`src/ranged_thermistor_to_temperature_core_assert.svh`:
```
// Assertion macros for the thermistor converter core.
// Included by the top level; depends on nothing else.
`ifndef RANGED_THERMISTOR_TO_TEMPERATURE_CORE_ASSERT_SVH
`define RANGED_THERMISTOR_TO_TEMPERATURE_CORE_ASSERT_SVH
`ifndef ASSERT_OFF
`define RTT_ASSERT_IMP(label, clk, rst_n, a, b) \
    label: assert property (@(posedge clk) disable iff (!rst_n) (a) |-> (b)) \
        else $error("assertion failed");
`define RTT_ASSERT_NXT(label, clk, rst_n, a, b) \
    label: assert property (@(posedge clk) disable iff (!rst_n) (a) |=> (b)) \
        else $error("assertion failed");
`else
`define RTT_ASSERT_IMP(label, clk, rst_n, a, b)
`define RTT_ASSERT_NXT(label, clk, rst_n, a, b)
`endif
`endif

```
`src/rtt_pkg.sv`:
```
// Types, constants and beta tables for the thermistor converter.
// No dependencies.
`default_nettype none
package rtt_pkg;
    localparam int RATIO_BITS_DEF = 16;
    localparam int MANT_BITS      = 32;
    localparam int LOG_BITS       = 29;
    localparam int PROD_BITS      = 60;
    localparam int DEN_BITS       = 31;
    localparam int DIVD_BITS      = 44;
    localparam int CNT_BITS       = 6;

    localparam logic [29:0] LN2_Q30 = 30'd744261118;
    localparam logic signed [15:0] TEMP_MIN = -16'sd5000;
    localparam logic signed [15:0] TEMP_MAX = 16'sd20000;
    localparam logic [16:0] KELVIN_H = 17'd27315;
    localparam logic [DIVD_BITS-1:0] Q_HIGH = 44'd47315;
    localparam logic [DIVD_BITS-1:0] Q_LOW  = 44'd22315;

    localparam logic [2:0] REG_SHORT_LIMIT = 3'd0;
    localparam logic [2:0] REG_OPEN_LIMIT  = 3'd1;
    localparam logic [2:0] REG_LOW_WARM    = 3'd2;
    localparam logic [2:0] REG_LOW_HOT     = 3'd3;
    localparam logic [2:0] REG_HIGH_WARM   = 3'd4;
    localparam logic [2:0] REG_HIGH_HOT    = 3'd5;
    localparam logic [2:0] REG_SWITCH_TEMP = 3'd6;

    localparam longint C_4250 = (longint'(4250) * 100 * (longint'(1) << 24) + 14907) / 29815;
    localparam longint C_4311 = (longint'(4311) * 100 * (longint'(1) << 24) + 14907) / 29815;
    localparam longint C_4334 = (longint'(4334) * 100 * (longint'(1) << 24) + 14907) / 29815;
    localparam longint N_4250 = longint'(4250) * 100 * (longint'(1) << 24);
    localparam longint N_4311 = longint'(4311) * 100 * (longint'(1) << 24);
    localparam longint N_4334 = longint'(4334) * 100 * (longint'(1) << 24);

    typedef enum logic [1:0] {
        STATUS_OK    = 2'd0,
        STATUS_SHORT = 2'd1,
        STATUS_OPEN  = 2'd2
    } status_t;

    typedef enum logic [1:0] {
        BETA_4250,
        BETA_4311,
        BETA_4334
    } beta_t;

    typedef enum logic [2:0] {
        ST_IDLE,
        ST_NORM,
        ST_SQR,
        ST_MUL,
        ST_DEN,
        ST_DIV,
        ST_OUT
    } st_t;

    // B / 298.15 in Q24.
    function automatic logic [27:0] beta_c(input beta_t b);
        logic [27:0] r;
        unique case (b)
            BETA_4250: r = C_4250[27:0];
            BETA_4311: r = C_4311[27:0];
            default:   r = C_4334[27:0];
        endcase
        return r;
    endfunction

    // 100 * B in Q24, numerator of the kelvin quotient.
    function automatic logic [DIVD_BITS-1:0] beta_num(input beta_t b);
        logic [DIVD_BITS-1:0] r;
        unique case (b)
            BETA_4250: r = N_4250[DIVD_BITS-1:0];
            BETA_4311: r = N_4311[DIVD_BITS-1:0];
            default:   r = N_4334[DIVD_BITS-1:0];
        endcase
        return r;
    endfunction
endpackage
`default_nettype wire

```
`src/rtt_if.sv`:
```
// Sample and result channels of the thermistor converter.
// Depends on nothing else.
`default_nettype none
interface rtt_sample_if;
    logic        valid;
    logic        ready;
    logic [15:0] voltage_ratio;
    modport source (output valid, output voltage_ratio, input ready);
    modport sink (input valid, input voltage_ratio, output ready);
endinterface

interface rtt_result_if;
    logic               valid;
    logic               ready;
    logic signed [15:0] temperature;
    logic [1:0]         sensor_status;
    logic               high_range;
    modport source (output valid, output temperature, output sensor_status,
                    output high_range, input ready);
    modport sink (input valid, input temperature, input sensor_status,
                  input high_range, output ready);
endinterface
`default_nettype wire

```
`src/ranged_thermistor_to_temperature_core.sv`:
```
// Thermistor ratio to temperature converter, top level.
// Depends on rtt_pkg, rtt_if.sv and the assertion macro header.
//
// Usage: one ratio item enters on the sample channel when valid and ready
// are high; exactly one result item leaves on the result channel for it.
// Configuration registers sit on the APB port at byte addresses 4*i.
// Sample ready is high only while the converter is idle, so one item is
// worked on at a time. A shorted, open or zero ratio item goes straight
// to the output state, which loads it into the result register, and the
// converter then returns to idle for the next item. A good item runs two
// base-2 logarithms on one shared unit (a normalizing shift and then a
// squaring step per fractional bit each), a bit-serial multiply by ln 2,
// a denominator step and, for a positive denominator, a restoring divide
// before the output state loads the result register.
// The result register lets the next item enter while a result waits.
// When the receiver stalls, the finished item is held in the work state
// until the result register frees up.
// Reset returns to low range, clears the stored temperature and loads
// the register defaults.
`default_nettype none
`include "ranged_thermistor_to_temperature_core_assert.svh"
module ranged_thermistor_to_temperature_core
    import rtt_pkg::*;
#(
    parameter int RATIO_BITS = RATIO_BITS_DEF
) (
    input  wire logic        clk,
    input  wire logic        rst_n,
    rtt_sample_if.sink       sample,
    rtt_result_if.source     result,
    input  wire logic        psel,
    input  wire logic        penable,
    input  wire logic        pwrite,
    input  wire logic [4:0]  paddr,
    input  wire logic [31:0] pwdata,
    output logic [31:0]      prdata,
    output logic             pready
);
    logic [15:0] short_limit_reg, open_limit_reg;
    logic [15:0] low_warm_reg, low_hot_reg, high_warm_reg, high_hot_reg;
    logic signed [15:0] switch_temp_reg;

    st_t state_reg, state_next;
    logic                   sel_b_reg;
    logic [RATIO_BITS-1:0]  v_reg;
    status_t                status_reg;
    beta_t                  beta_reg;
    logic                   mode_reg;
    logic signed [15:0]     last_temp_reg, calc_temp_reg;
    logic [MANT_BITS-1:0]   m_reg;
    logic [4:0]             ip_reg;
    logic [LOG_BITS-1:0]    res_reg, la_reg;
    logic [CNT_BITS-1:0]    cnt_reg;
    logic                   neg_reg;
    logic [PROD_BITS-1:0]   p_reg;
    logic [29:0]            den_reg, rem_reg;
    logic [DIVD_BITS-1:0]   q_reg;
    logic                   out_valid_reg, out_high_reg;
    logic signed [15:0]     out_temp_reg;
    logic [1:0]             out_status_reg;

    logic        cfg_wr;
    logic [2:0]  cfg_idx;
    logic        accept_in, out_load;
    logic [31:0] in_ext, v_in32, v32, w32, xa, xb;
    logic [RATIO_BITS-1:0] v_in;
    status_t     status_in;
    beta_t       beta_in;
    logic [15:0] warm_k, hot_k;
    logic [63:0] sq_prod;
    logic [32:0] sq;
    logic [MANT_BITS-1:0] m_sq;
    logic [LOG_BITS-1:0]  res_fin, diff;
    logic        neg_now;
    logic [30:0] mul_sum;
    logic [PROD_BITS-1:0] p_step;
    logic signed [DEN_BITS-1:0] ln_s, den_s;
    logic [DIVD_BITS-1:0] dividend, q_fin;
    logic [30:0] r2;
    logic        ge;
    logic [29:0] rem_step;
    logic [16:0] t_sub;
    logic signed [15:0] temp_fin, new_temp;
    logic        new_mode;

    // Configuration port.
    assign pready  = 1'b1;
    assign cfg_idx = paddr[4:2];
    assign cfg_wr  = psel && penable && pwrite;

    always_comb
    begin
        unique case (cfg_idx)
            REG_SHORT_LIMIT: prdata = {16'd0, short_limit_reg};
            REG_OPEN_LIMIT:  prdata = {16'd0, open_limit_reg};
            REG_LOW_WARM:    prdata = {16'd0, low_warm_reg};
            REG_LOW_HOT:     prdata = {16'd0, low_hot_reg};
            REG_HIGH_WARM:   prdata = {16'd0, high_warm_reg};
            REG_HIGH_HOT:    prdata = {16'd0, high_hot_reg};
            REG_SWITCH_TEMP: prdata = {16'd0, switch_temp_reg};
            default:         prdata = 32'd0;
        endcase
    end

    always_ff @(posedge clk or negedge rst_n)
    begin
        if (!rst_n)
        begin
            short_limit_reg <= 16'd6554;
            open_limit_reg  <= 16'd62259;
            low_warm_reg    <= 16'd34424;
            low_hot_reg     <= 16'd14955;
            high_warm_reg   <= 16'd50364;
            high_hot_reg    <= 16'd30808;
            switch_temp_reg <= 16'sd5400;
        end
        else if (cfg_wr)
        begin
            unique case (cfg_idx)
                REG_SHORT_LIMIT: short_limit_reg <= pwdata[15:0];
                REG_OPEN_LIMIT:  open_limit_reg  <= pwdata[15:0];
                REG_LOW_WARM:    low_warm_reg    <= pwdata[15:0];
                REG_LOW_HOT:     low_hot_reg     <= pwdata[15:0];
                REG_HIGH_WARM:   high_warm_reg   <= pwdata[15:0];
                REG_HIGH_HOT:    high_hot_reg    <= pwdata[15:0];
                REG_SWITCH_TEMP: switch_temp_reg <= pwdata[15:0];
                default:         ;
            endcase
        end
    end

    // Input classification.
    assign in_ext    = {16'd0, sample.voltage_ratio};
    assign v_in      = in_ext[RATIO_BITS-1:0];
    assign v_in32    = 32'(v_in);
    assign accept_in = sample.valid && sample.ready;

    always_comb
    begin
        warm_k = mode_reg ? high_warm_reg : low_warm_reg;
        hot_k  = mode_reg ? high_hot_reg : low_hot_reg;
        priority if (v_in32 < 32'(short_limit_reg)) status_in = STATUS_SHORT;
        else if (v_in32 > 32'(open_limit_reg))      status_in = STATUS_OPEN;
        else                                         status_in = STATUS_OK;
        priority if (v_in32 > 32'(warm_k)) beta_in = BETA_4250;
        else if (v_in32 > 32'(hot_k))      beta_in = BETA_4311;
        else                                beta_in = BETA_4334;
    end

    // Logarithm operands: series resistor times ratio, and 100 times the rest.
    assign xa  = mode_reg ? ((v_in32 << 3) + (v_in32 << 1))
                          : ((v_in32 << 5) - (v_in32 << 1));
    assign v32 = 32'(v_reg);
    assign w32 = (32'd1 << RATIO_BITS) - v32;
    assign xb  = (w32 << 6) + (w32 << 5) + (w32 << 2);

    // One squaring step of the fractional log bits.
    assign sq_prod = 64'(m_reg) * 64'(m_reg);
    assign sq      = sq_prod[63:31];
    assign m_sq    = sq[32] ? sq[32:1] : sq[31:0];
    assign res_fin = res_reg | (sq[32] ? (LOG_BITS'(1) << cnt_reg[4:0]) : '0);
    assign neg_now = la_reg < res_fin;
    assign diff    = neg_now ? (res_fin - la_reg) : (la_reg - res_fin);

    // Shift-add multiply by ln 2, one multiplier bit per cycle.
    assign mul_sum = p_reg[59:29] + (p_reg[0] ? 31'(LN2_Q30) : 31'd0);
    assign p_step  = {1'b0, mul_sum, p_reg[28:1]};

    assign ln_s     = neg_reg ? -$signed({2'b00, p_reg[58:30]})
                              : $signed({2'b00, p_reg[58:30]});
    assign den_s    = ln_s + $signed({3'b000, beta_c(beta_reg)});
    assign dividend = beta_num(beta_reg) + DIVD_BITS'(den_s[29:1]);

    // Restoring divide, one quotient bit per cycle.
    assign r2       = {rem_reg, q_reg[DIVD_BITS-1]};
    assign ge       = r2 >= {1'b0, den_reg};
    assign rem_step = ge ? 30'(r2 - {1'b0, den_reg}) : r2[29:0];
    assign q_fin    = {q_reg[DIVD_BITS-2:0], ge};
    assign t_sub    = {1'b0, q_fin[15:0]} - KELVIN_H;

    always_comb
    begin
        priority if (q_fin > Q_HIGH) temp_fin = TEMP_MAX;
        else if (q_fin < Q_LOW)      temp_fin = TEMP_MIN;
        else                         temp_fin = t_sub[15:0];
    end

    // Next state.
    always_comb
    begin
        state_next = state_reg;
        unique case (state_reg)
            ST_IDLE:
            begin
                if (accept_in)
                begin
                    if (status_in != STATUS_OK || v_in == '0) state_next = ST_OUT;
                    else                                      state_next = ST_NORM;
                end
            end
            ST_NORM: if (m_reg[MANT_BITS-1]) state_next = ST_SQR;
            ST_SQR:
            begin
                if (cnt_reg == '0) state_next = sel_b_reg ? ST_MUL : ST_NORM;
            end
            ST_MUL: if (cnt_reg == '0) state_next = ST_DEN;
            ST_DEN: state_next = (den_s > 0) ? ST_DIV : ST_OUT;
            ST_DIV: if (cnt_reg == '0) state_next = ST_OUT;
            ST_OUT: if (out_load) state_next = ST_IDLE;
            default: state_next = ST_IDLE;
        endcase
    end

    // Control outputs.
    always_comb
    begin
        sample.ready = (state_reg == ST_IDLE);
        out_load     = (state_reg == ST_OUT) && (!out_valid_reg || result.ready);
        new_temp     = (status_reg == STATUS_OK) ? calc_temp_reg : last_temp_reg;
        new_mode     = (status_reg == STATUS_OK) ? (calc_temp_reg > switch_temp_reg)
                                                 : mode_reg;
    end

    always_ff @(posedge clk or negedge rst_n)
    begin
        if (!rst_n)
            state_reg <= ST_IDLE;
        else
            state_reg <= state_next;
    end

    // Datapath.
    always_ff @(posedge clk)
    begin
        unique case (state_reg)
            ST_IDLE:
            begin
                v_reg         <= v_in;
                status_reg    <= status_in;
                beta_reg      <= beta_in;
                calc_temp_reg <= TEMP_MIN;
                sel_b_reg     <= 1'b0;
                m_reg         <= xa;
                ip_reg        <= 5'd31;
            end
            ST_NORM:
            begin
                if (m_reg[MANT_BITS-1])
                begin
                    res_reg <= {ip_reg, 24'd0};
                    cnt_reg <= CNT_BITS'(23);
                end
                else
                begin
                    m_reg  <= m_reg << 1;
                    ip_reg <= ip_reg - 5'd1;
                end
            end
            ST_SQR:
            begin
                res_reg <= res_fin;
                if (cnt_reg == '0)
                begin
                    if (!sel_b_reg)
                    begin
                        la_reg    <= res_fin;
                        sel_b_reg <= 1'b1;
                        m_reg     <= xb;
                        ip_reg    <= 5'd31;
                    end
                    else
                    begin
                        neg_reg <= neg_now;
                        p_reg   <= {31'd0, diff};
                        cnt_reg <= CNT_BITS'(28);
                    end
                end
                else
                begin
                    m_reg   <= m_sq;
                    cnt_reg <= cnt_reg - CNT_BITS'(1);
                end
            end
            ST_MUL:
            begin
                p_reg   <= p_step;
                cnt_reg <= cnt_reg - CNT_BITS'(1);
            end
            ST_DEN:
            begin
                // A zero denominator reads as infinitely hot, a negative one as cold.
                calc_temp_reg <= (den_s == 0) ? TEMP_MAX : TEMP_MIN;
                den_reg       <= den_s[29:0];
                q_reg         <= dividend;
                rem_reg       <= '0;
                cnt_reg       <= CNT_BITS'(43);
            end
            ST_DIV:
            begin
                q_reg   <= q_fin;
                rem_reg <= rem_step;
                cnt_reg <= cnt_reg - CNT_BITS'(1);
                if (cnt_reg == '0) calc_temp_reg <= temp_fin;
            end
            ST_OUT: ;
            default: ;
        endcase
        if (out_load)
        begin
            out_temp_reg   <= new_temp;
            out_status_reg <= status_reg;
            out_high_reg   <= new_mode;
        end
    end

    always_ff @(posedge clk or negedge rst_n)
    begin
        if (!rst_n)
        begin
            mode_reg      <= 1'b0;
            last_temp_reg <= 16'sd0;
            out_valid_reg <= 1'b0;
        end
        else
        begin
            if (out_load)
            begin
                mode_reg      <= new_mode;
                last_temp_reg <= new_temp;
                out_valid_reg <= 1'b1;
            end
            else if (result.ready)
                out_valid_reg <= 1'b0;
        end
    end

    assign result.valid         = out_valid_reg;
    assign result.temperature   = out_temp_reg;
    assign result.sensor_status = out_status_reg;
    assign result.high_range    = out_high_reg;

    `RTT_ASSERT_NXT(a_accept_busy, clk, rst_n, accept_in, state_reg != ST_IDLE)
    `RTT_ASSERT_IMP(a_fault_repeats, clk, rst_n,
                    out_valid_reg && out_status_reg != STATUS_OK,
                    out_temp_reg == last_temp_reg)
    `RTT_ASSERT_IMP(a_norm_nonzero, clk, rst_n, state_reg == ST_NORM, m_reg != '0)
    `RTT_ASSERT_IMP(a_div_nonzero, clk, rst_n, state_reg == ST_DIV, den_reg != '0)
endmodule
`default_nettype wire
```
`src/flat_wrapper.sv`:
```
// flat-port wrapper written by rule: the top's interface ports become plain ports
module ranged_thermistor_to_temperature_core_flat import rtt_pkg::*;
#(
    parameter int RATIO_BITS = RATIO_BITS_DEF
)
  (clk, rst_n, psel, penable, pwrite, paddr, pwdata, prdata, pready, sample_valid, sample_voltage_ratio, sample_ready, result_valid, result_temperature, result_sensor_status, result_high_range, result_ready);
  rtt_sample_if sample_i ();
  rtt_result_if result_i ();
  input  wire logic clk;
  input  wire logic rst_n;
  input  wire logic psel;
  input  wire logic penable;
  input  wire logic pwrite;
  input  wire logic [4:0] paddr;
  input  wire logic [31:0] pwdata;
  output logic [31:0] prdata;
  output logic pready;
  input wire logic [$bits(sample_i.valid)-1:0] sample_valid;
  input wire logic [$bits(sample_i.voltage_ratio)-1:0] sample_voltage_ratio;
  output wire logic [$bits(sample_i.ready)-1:0] sample_ready;
  output wire logic [$bits(result_i.valid)-1:0] result_valid;
  output wire logic [$bits(result_i.temperature)-1:0] result_temperature;
  output wire logic [$bits(result_i.sensor_status)-1:0] result_sensor_status;
  output wire logic [$bits(result_i.high_range)-1:0] result_high_range;
  input wire logic [$bits(result_i.ready)-1:0] result_ready;
  assign sample_i.valid = sample_valid;
  assign sample_i.voltage_ratio = sample_voltage_ratio;
  assign sample_ready = sample_i.ready;
  assign result_valid = result_i.valid;
  assign result_temperature = result_i.temperature;
  assign result_sensor_status = result_i.sensor_status;
  assign result_high_range = result_i.high_range;
  assign result_i.ready = result_ready;
  ranged_thermistor_to_temperature_core #(.RATIO_BITS(RATIO_BITS)) u_core (.clk(clk), .rst_n(rst_n), .sample(sample_i), .result(result_i), .psel(psel), .penable(penable), .pwrite(pwrite), .paddr(paddr), .pwdata(pwdata), .prdata(prdata), .pready(pready));
endmodule
```
`config.mk`:
```
export PLATFORM = sky130hd
export DESIGN_NAME = ranged_thermistor_to_temperature_core_flat
export DESIGN_NICKNAME = d
export VERILOG_FILES = /design/src/rtt_pkg.sv /design/src/rtt_if.sv /design/src/ranged_thermistor_to_temperature_core.sv /design/src/flat_wrapper.sv
export VERILOG_INCLUDE_DIRS = /design/src /design/src/src
export SDC_FILE = /design/constraint.sdc
export NUM_CORES = 2
export LEC_CHECK = 0
export BUFFER_PORTS_ARGS = -buffer_cell sky130_fd_sc_hd__buf_2
export CORE_AREA = 2 2 324 326
export CTS_CLUSTER_SIZE = 28
export DETAILED_ROUTE_END_ITERATION = 10
export DIE_AREA = 0 0 326 328
export GPL_TIMING_DRIVEN = 0
export PLACE_DENSITY = 0.76
export RECOVER_POWER = 25
export REMOVE_ABC_BUFFERS = 1
export SLEW_MARGIN = 20
export SYNTH_ARGS = -nofsm -noshare
export SYNTH_HDL_FRONTEND = slang
export SYNTH_SLANG_ARGS = --single-unit
```
`constraint.sdc`:
```
create_clock -name clk -period 27 [get_ports clk]
set_input_delay 0 -clock clk [delete_from_list [all_inputs] [get_ports clk]]
set_output_delay 0 -clock clk [all_outputs]
set_load 0.005 [all_outputs]
```
==> impl_metrics.json <==
{
  "status": "complete, but fails checks",
  "violations": "capacitance limit, slew limit",
  "dieWidth_um": 326,
  "hold_viol_final": 0,
  "drive_gt1_share_pct": 7.600,
  "ys_seq_area_share_pct": 21.17,
  "crit_type": "reg -> reg",
  "wl_per_cell_um": 20.21,
  "timing.critical_path.slowest_cell_delay_ps": 810,
  "port_buffers": 78,
  "clkTransAtPathRegs_ps": 70,
  "synthFlopType": "edfxtp_1",
  "cts_tree": "done",
  "grt_max_degree": 98,
  "largest_register_ffs": 59,
  "rows": 118,
  "wl_met1_mm": 64.76,
  "cts_buffers": 51,
  "h-tree-depth": 2,
  "multi_input_area_um2": 42670,
  "skew_ps": 18.55,
  "critPathMostFrequentCell": "fa_1",
  "dp_hpwl_mm": 128.1,
  "ys_seq_elements": 454,
  "cts.sinks": 454,
  "rsz0062_at_grt": "no",
  "synth_top_area_share_pct": 26.75,
  "fillerInstances": 8227,
  "drt_iter0_markers": 4033,
  "viasPerCell": 5.899,
  "syn_area_um2": 61580,
  "ios": 114,
  "clock.fmax_mhz": 69.39,
  "ff_latch_area_um2": 13040,
  "antenna_found_initial": 3,
  "yosysWarnings": 0,
  "core_um2": 103200,
  "grt_pass1_vias": 49070,
  "grt_pass1_wl_mm": 262.3,
  "synthArstFlopShare_pct": 29.30,
  "highest-signal-layer": "met5",
  "start_util_pct": 59.67,
  "area_delta_synth_final_pct": 8.020,
  "worstMarginPinSlew_ps": 5337,
  "min_path_type": "in -> reg",
  "fin_util_pct": 64.46,
  "cap_viol_max_count": 4,
  "synthTopCellsByArea": "fa_1 27%, edfxtp_1 16%, ha_1 11%",
  "wirelength_mm": 161.7,
  "post-cts-setup-buffers": 0,
  "syn_inst": 6569,
  "whs_ps": 137.2,
  "synth_area_per_cell_um2": 9.374,
  "synth_cell_types": 105,
  "grt_use_total_pct": 30.76,
  "final_max_slew_viol_count": 207,
  "setup-violations-final": 0,
  "die_area_um2": 106900,
  "finalSetupTns_ps": 0,
  "diodes": 0,
  "dr.pass1.iters": 6,
  "yosysTopAreaCell": "fa_1",
  "die_h_um": 328,
  "wl_met2_mm": 77.91,
  "cpMaxStageDelayCell": "nor2_1",
  "endpoint_kind": "flop",
  "grt_remaining_overflow": 0,
  "drtAntennaViolNets": 0,
  "place_congestion": 0.9176,
  "cp_max_fo": 23,
  "fin_crit_ps": 14410,
  "drc": 0,
  "clkLatencyLatePin_ps": 620,
  "synth_edf_count": 321,
  "slew_headroom_pct": -255.8,
  "clk_path_buf_depth": 3,
  "met3_length_mm": 11.73,
  "cts_hold_buf": 37,
  "vias": 47180,
  "cp-start-kind": "flop",
  "nets": 7995,
  "finalCritPeriodShare_pct": 53.38,
  "clockRootBuffer": "clkbuf_16",
  "cts-resized-gates": 0,
  "synthTopCellsByCount": "1305 x inv_1, 823 x fa_1, 577 x nand2_1, 537 x ha_1, 382 x nor2_1",
  "worstPathRequired_ps": 27430,
  "synth.most_common_cell": "inv_1",
  "cp.arrival_ps": 14850
}
path summary, 6_finish.rpt:
path / start / end / slack [ps] / depth (start not counted)
setup / recovery: u_core.m_reg[9] / u_core.p_reg[23] / 12590 / 38
hold / removal: pwrite / u_core.low_warm_reg[4] / 140 / 4
setup reg to reg: u_core.m_reg[9] / u_core.p_reg[23] / 12590 / 38
hold reg to reg: u_core.last_temp_reg[2] / u_core.last_temp_reg[2] / 510 / 1
max in group asynchronous: rst_n / u_core.mode_reg / 20390 / 3
min in group asynchronous: rst_n / u_core.high_warm_reg[2] / 630 / 2
stage by stage:
step / area (um^2) / instances / setup slack, ps
final: 66520 / 7998 / 12590
after global routing: 66520 / 7998 / 12000
after CTS: 66620 / 7997 / 12830
after detailed placement: 64380 / 7864 / 12900
after global placement: 62630 / 7767 / 10430
after floorplan: 60510 / 6309 / 15080
routing by layer:
layer  GRT usage (%)  up-vias
met5               0        -
met4           12.18        2
met3           4.336      448
met2           51.70     1875
met1           40.38    23470
li1                -    21390
area by class of cell:
cell class,count,share of cell area [%]
repair buffers,213,3.440
clock inverters,29,0.6038
multi-input cells,4545,64.15
well taps,1380,2.596
inverters,1310,7.396
clock buffers,67,2.210
flip-flops and latches,454,19.60
placed cells by master, fill, tap and decap left out, drive strengths merged, types with 53 or more instances in the layout:
| master | count |
|---|---|
| dfrtp | 80 |
| clkbuf | 102 |
| and2 | 207 |
| xor2 | 94 |
| o21ai | 223 |
| nand3 | 58 |
| nor2 | 382 |
| xnor2 | 152 |
| dfstp | 53 |
| a21oi | 331 |
| inv | 1309 |
| mux2 | 124 |
| a21o | 135 |
| mux2i | 73 |
| nand2 | 578 |
| ha | 537 |
| a31oi | 53 |
| edfxtp | 321 |
| nor3 | 78 |
| buf | 141 |
| nor2b | 54 |
| fa | 823 |
cell families (layout without fill, tap and decap cells):
group | count (synthesis) | after routing | synth area share (%)
AND/OR/NAND/NOR | 1624 | 1624 | 12.62
buffers and inverters | 1585 | 1619 | 9.808
adder cells (fa/ha/maj) | 1360 | 1360 | 37.67
AO/OA/AOI/OAI | 1093 | 1093 | 11.46
flip-flops | 454 | 454 | 21.17
XOR/XNOR | 246 | 246 | 3.499
multiplexers | 205 | 205 | 3.767
other | 2 | 17 | 0.01220
worst max-delay path: cells and delay by family, from the launching register on:
| kind | cells | cell delay, ps |
|---|---|---|
| flops | 1 | 730 |
| xor+xnor | 1 | 110 |
| mux | 1 | 270 |
| fa+ha+maj | 10 | 4590 |
| buf+inv | 8 | 1500 |
| compound gates | 8 | 3150 |
| simple gates | 10 | 3820 |
Power is left out: the tool's default activity adds up to more than one toggle a clock period on the data nets, which glitch-free logic cannot reach.
